<file path="src/hdl/dpm_ram.sv">
// ----------------------------------------------------------------------------
// dpm_ram
// simple dual port memory, one write and one registered read per cycle
// ----------------------------------------------------------------------------
module dpm_ram #(
    parameter int AW = 6,
    parameter int DW = 8
) (
    input  logic          clk,
    input  logic          we,
    input  logic [AW-1:0] waddr,
    input  logic [DW-1:0] wdata,
    input  logic          re,
    input  logic [AW-1:0] raddr,
    output logic [DW-1:0] rdata
);

    logic [DW-1:0] mem [2**AW];
    logic [DW-1:0] rdata_reg;

    always_ff @(posedge clk)
    begin
        if (we)
        begin
            mem[waddr] <= wdata;
        end
    end

    always_ff @(posedge clk)
    begin
        if (re)
        begin
            rdata_reg <= mem[raddr];
        end
    end

    assign rdata = rdata_reg;

endmodule
</file>
<file path="config.mk">
export PLATFORM = sky130hd
export DESIGN_NAME = dpm_ram
export DESIGN_NICKNAME = d
export VERILOG_FILES = /design/src/hdl/dpm_ram.sv
export SDC_FILE = /design/constraint.sdc
export NUM_CORES = 1
export LEC_CHECK = 0
export BUFFER_PORTS_ARGS = -buffer_cell sky130_fd_sc_hd__buf_2
export CORE_MARGIN = 5
export CORE_UTILIZATION = 40
export DETAILED_ROUTE_END_ITERATION = 16
export PLACE_DENSITY = 0.52
export SETUP_SLACK_MARGIN = 0.4
export SYNTH_ARGS = -nofsm -noshare
export SYNTH_HDL_FRONTEND = slang
export SYNTH_SLANG_ARGS = --single-unit
</file>
<file path="constraint.sdc">
create_clock -name clk -period 4.5 [get_ports clk]
set_clock_uncertainty 0.05 [all_clocks]
set_input_delay 0.225 -clock clk [delete_from_list [all_inputs] [get_ports clk]]
set_output_delay 0.225 -clock clk [all_outputs]
set_load 0.01 [all_outputs]
</file>
==> flow_summary.yaml, run 1 <==
worst_setup_path:
  required_ns: 4.76
  crit_arrival_ns: 2.68
  critPathLaunchType: "input port"
  end_kind: "flip-flop"
  crit_path_max_fanout: 37
  path_class: "input port to flip-flop"
  reg2reg_depth: 4
power:
  power.internal_w: 0.00796
  p_per_area_nw_per_um2: 442
  clkPwrFrac: 0.416
  p_switching_w: 0.00211
  power_w: 0.0101
  p_comb_frac: 0.049
  peakVddDrop_mv: 0.258
  swShare: 0.209
  p_leak_nw: 7.00
  seqPwrFrac: 0.535
drt:
  drt.antenna.violating_nets: 0
  viasPerCell: 5.43
  drcViolationCount: 0
  drt_wl_total_mm: 46.2
  vias: 9307
  dr.pass1.iters: 5
  routedWlPerCell_um: 26.9
  drt_iter0_drc: 846
clocking:
  clkTransAtPathRegs_ns: 0.06
  cts_tree: "yes"
  clockBufferDepth: 3
  holdBufCountCts: 1
  cts_setup_buffers: 0
  clk_latency_ns: 0.59
  cts.sinks: 520
  root_buffer: "clkbuf_16"
  ctsHtreeMaxLevel: 2
  cts_buffers: 54
  cts_resized: 0
grt:
  top_usage_layer: "met2"
  overflow: 0
  grt_max_degree: 65
  grt_pass1_vias: 9737
  grt_util_met3: 0.0285
  met1_usage: 0.242
  grt_util_met2: 0.260
  antenna_found_initial: 4
  track_usage: 0.166
  grt_pass1_wl_mm: 67.9
sta:
  worst_pin_slew_ns: 1.19
  drv_slew: 0
  setup_violations: 0
  finalCriticalPeriod_ns: 2.42
  relSlewSlack: 0.204
  min_period_over_period: 0.537
  setup-tns-final_ns: 0
  rsz0062_at_grt: "no"
  hold_slack_ns: 0.151
  hold_violations: 0
  max_freq_mhz: 414
yosys:
  yosys_most_used_dff: "edfxtp_1"
  async_reset_ff_frac: 0
  synth_area_um2: 20200
  synth_cell_type_count: 39
  synth_cells: 940
  syn_avg_cell_area_um2: 21.5
  ys_warn_count: 0
  synth_edf_count: 520
  syn_nets: 963
  ys_seq_area_frac: 0.771
  ys_seq_elements: 520
floorplan:
  die_w_um: 235
  start_util: 0.404
  fp.dieArea_um2: 55200
  fp.dieH_um: 235
  core_um2: 50100
  rows: 82
  io_pins: 31
min_path:
  hold_depth: 3
  hp-class: "input port to flip-flop"
finish:
  nNetsFinal: 1020
  drive_gt1_frac: 0.250
  final_area_um2: 22800
  final_cell_mix: "520 x edfxtp_1, 126 x mux4_2, 83 x nor2_1"
  final_common_cell: "edfxtp_1"
  fin_util: 0.455
  syn2layout_area_growth_pct: 12.5
  largest_reg_flops: 512
run_status:
  status: "finished, final reports clean"
placed_design:
  placed_area_um2: 21100
  dp_hpwl_mm: 27.9
  port_buffers: 30
  gp_congestion: 0.755
job:
  max-cap-violations: 0
[critical path: stages]
cell	delay, ns
clkbuf_8	0.41
buf_12	0.31
mux4_2	0.53
mux2_2	0.28
o221a_2	0.29
nor3_1	0.42
o32ai_1	0.16
[cell type report]
cell class              count  area [um2]
clock inverters            30         215
fillers                  4288       27300
well taps                 672         841
multi-input cells         369        4320
flip-flops and latches    520       15600
clock buffers              69        1430
repair buffers             52         357
diodes                      2        5.00
[logic make-up (layout without fill, tap and decap cells)]
group,count (synthesis),count (layout),synth area share
AO/OA/AOI/OAI,54,54,0.0206
other,0,2,0
flip-flops,520,520,0.771
buffers and inverters,51,151,0.0156
multiplexers,162,162,0.159
AND/OR/NAND/NOR,153,153,0.0337
[through the flow]
stage,setup WS [ns],std cells
floorplan,2.42,940
global route,1.99,1712
global placement,1.48,1612
detailed placement,1.41,1612
CTS,2.05,1712
finish,2.08,1714
[power groups by stage]
stage | clock [W] | combinational [W] | sequential, W
after floorplan | 0 | 0.000286 | 0.00548
final | 0.00419 | 0.000490 | 0.00539
after global routing | 0.00449 | 0.000527 | 0.00539
after detailed placement | 0 | 0.000501 | 0.00549
after CTS | 0.00428 | 0.000502 | 0.00539
after global placement | 0 | 0.000496 | 0.00549
[layer usage]
layer	part of all wire	vias up
li1	-	4054
met1	0.45	4908
met2	0.47	270
met3	0.054	71
met4	0.024	4
met5	0.00058	-
[cell usage after synthesis, types with 6 or more instances]
library cell	n	area share
a221oi_1	6	0.0026
buf_2	11	0.0027
buf_4	13	0.0048
clkbuf_1	17	0.0032
edfxtp_1	520	0.77
mux2_2	13	0.0072
mux2i_1	23	0.011
mux4_2	126	0.14
nand2_1	19	0.0035
nand2b_1	7	0.0022
nand3_1	13	0.0032
nor2_1	83	0.015
nor2b_1	14	0.0043
nor3_1	7	0.0017
o221ai_1	8	0.0035
o22ai_1	8	0.0025
[final timing paths]
kind         slack, ns                 end                 start
min               0.15  rdata[4]$_DFFE_PP_              raddr[5]
max               2.08  rdata[6]$_DFFE_PP_              raddr[0]
max reg2reg       2.19  rdata[3]$_DFFE_PP_   mem[3][3]$_DFFE_PP_
min reg2reg       0.93  rdata[4]$_DFFE_PP_  mem[30][4]$_DFFE_PP_
Note: power is estimated with default switching activity, not from simulation.
==> inputs of run 2 (changes only) <==
- clock period: 4.5 -> 2.45 ns (I/O delays scaled with it)
==> flow_summary.yaml, run 2 (same netlist as run 1, synthesis figures left out) <==
drt:
  wl_met1_mm: 22.0
  drcViolationCount: 0
  viasPerCell: 5.42
  routedWlPerCell_um: 26.3
  drt_wl_total_mm: 48.3
  dr_wl_met3_mm: 2.37
  drt_iter0_drc: 873
  vias: 9949
  routed-wl-met2_mm: 22.8
  drt.antenna.violating_nets: 0
  highest_layer: "met5"
  dr.pass1.iters: 5
finish:
  largest_reg_flops: 512
  final_common_cell: "edfxtp_1"
  drive_gt1_frac: 0.332
  final_cell_mix: "520 x edfxtp_1, 126 x mux4_2, 126 x buf_4"
  nFillCells: 4168
  nNetsFinal: 1143
  syn2layout_area_growth_pct: 18.7
  final_area_um2: 24000
  fin_util: 0.480
clocking:
  cts.sinks: 520
  clkTransAtPathRegs_ns: 0.06
  ctsHtreeMaxLevel: 2
  cts_tree: "yes"
  cts_setup_buffers: 0
  clk_latency_ns: 0.59
  root_buffer: "clkbuf_16"
  clockBufferDepth: 3
  cts_buffers: 54
worst_setup_path:
  critPathLaunchType: "flip-flop"
  rrSetupSlack_ns: 0.38
  r2r-start: "mem[55][4]$_DFFE_PP_"
  crit_top_cell: "mux4_2"
  crit_family: "multiplexers"
  cp_cell_sequence: "mux4_2 -> mux4_2 -> nor2_4 -> buf_6 -> o32ai_4"
  critPathSlowestCell: "mux4_2"
  reg2reg_depth: 5
  worstReg2RegEnd: "rdata[4]$_DFFE_PP_"
  end_kind: "flip-flop"
  cp.buffers_inverters: 1
  crit_arrival_ns: 2.34
  path_class: "flip-flop to flip-flop"
  required_ns: 2.71
  crit_path_max_fanout: 1
  cp_slowest_stage_delay_ns: 0.55
power:
  p_per_area_nw_per_um2: 792
  clkPwrFrac: 0.426
  power_w: 0.0190
  p_switching_w: 0.00389
  p_leak_nw: 7.75
  seqPwrFrac: 0.520
  power.internal_w: 0.0151
  peakVddDrop_mv: 0.497
  p_comb_frac: 0.054
  swShare: 0.204
min_path:
  min_to: "mem[51][7]$_DFFE_PP_"
  hp-class: "input port to flip-flop"
  hold_start: "wdata[7]"
  hold_depth: 1
placed_design:
  gp_congestion: 0.774
  port_buffers: 30
  placed_area_um2: 22100
  dp_hpwl_mm: 31.4
sta:
  setup-tns-final_ns: 0
  rsz0062_at_grt: "yes"
  finalCriticalPeriod_ns: 2.07
  drv_slew: 0
  min_period_over_period: 0.846
  max_freq_mhz: 482
  setup_violations: 0
  worst_pin_slew_ns: 0.910
  relSlewSlack: 0.393
  hold_violations: 0
grt:
  grt_pass1_wl_mm: 71.3
  track_usage: 0.174
  overflow: 0
  grt_max_degree: 65
  antenna_found_initial: 4
  grt_pass1_vias: 10300
run_status:
  status: "finished, final reports clean"
floorplan:
  die_w_um: 235
  fp.dieH_um: 235
  io_pins: 31
  rows: 82
  core_um2: 50100
  fp.dieArea_um2: 55200
  start_util: 0.404
job:
  max-cap-violations: 0
run 2: cell types whose count changed in the layout (fill, tap and decap cells not counted), moves of 3 or more:
cell	delta
clkinv_1	-3
dlygate4sd3_1	+6
buf_12	+11
buf_4	+105
bufinv_16	+3
run 2: layout make-up:
| cell class | instances | area [um2] | area share |
|---|---|---|---|
| clock buffer | 71 | 1480 | 0.0616 |
| timing repair buffer | 175 | 1440 | 0.0598 |
| multi-input combinational | 369 | 4380 | 0.182 |
| sequential | 520 | 15600 | 0.650 |
| tap | 672 | 841 | 0.0350 |
| antenna | 2 | 5.00 | 0.000208 |
| clock inverter | 28 | 275 | 0.0115 |
run 2: worst max-delay path by stage:
stage,start,endpoint,cells after the start
6_report,mem[55][4]$_DFFE_PP_,rdata[4]$_DFFE_PP_,5
5_1_grt,mem[55][4]$_DFFE_PP_,rdata[4]$_DFFE_PP_,5
4_1_cts,mem[55][4]$_DFFE_PP_,rdata[4]$_DFFE_PP_,5
3_5_place_dp,raddr[0],rdata[6]$_DFFE_PP_,7
3_3_place_gp,raddr[0],rdata[6]$_DFFE_PP_,7
2_1_floorplan,raddr[1],rdata[3]$_DFFE_PP_,7
run 2: through the flow:
step / std cells / hold WS, ns / setup slack (ns)
after floorplan: 940 / 0.171 / 0.471
after global placement: 1729 / 0.462 / -0.0431
after detailed placement: 1729 / 0.471 / -0.132
after CTS: 1835 / 0.00439 / 0.369
after global routing: 1835 / 0.0298 / 0.328
final: 1837 / 0.0316 / 0.376
run 2: what timing repair did:
item	4_1_cts	5_1_grt
endpoints found under the setup margin	4	6
resized for setup	6	6
hold buffers	7	0
pin swaps	0	4
endpoints found under the hold margin	64	0
run 2: power by group through the flow:
stage               combinational [W]  clock, W  sequential (W)
detailed placement            0.00103         0          0.0101
global placement              0.00102         0          0.0101
CTS                           0.00104   0.00830         0.00990
floorplan                    0.000525         0          0.0101
finish                        0.00103   0.00811         0.00990
global route                  0.00111   0.00867         0.00989
run 2: routing by layer:
layer / vias up / GRT usage
li1: 4299 / -
met1: 5341 / 0.251
met2: 233 / 0.274
met3: 72 / 0.0321
met4: 4 / 0.0483
met5: - / 0
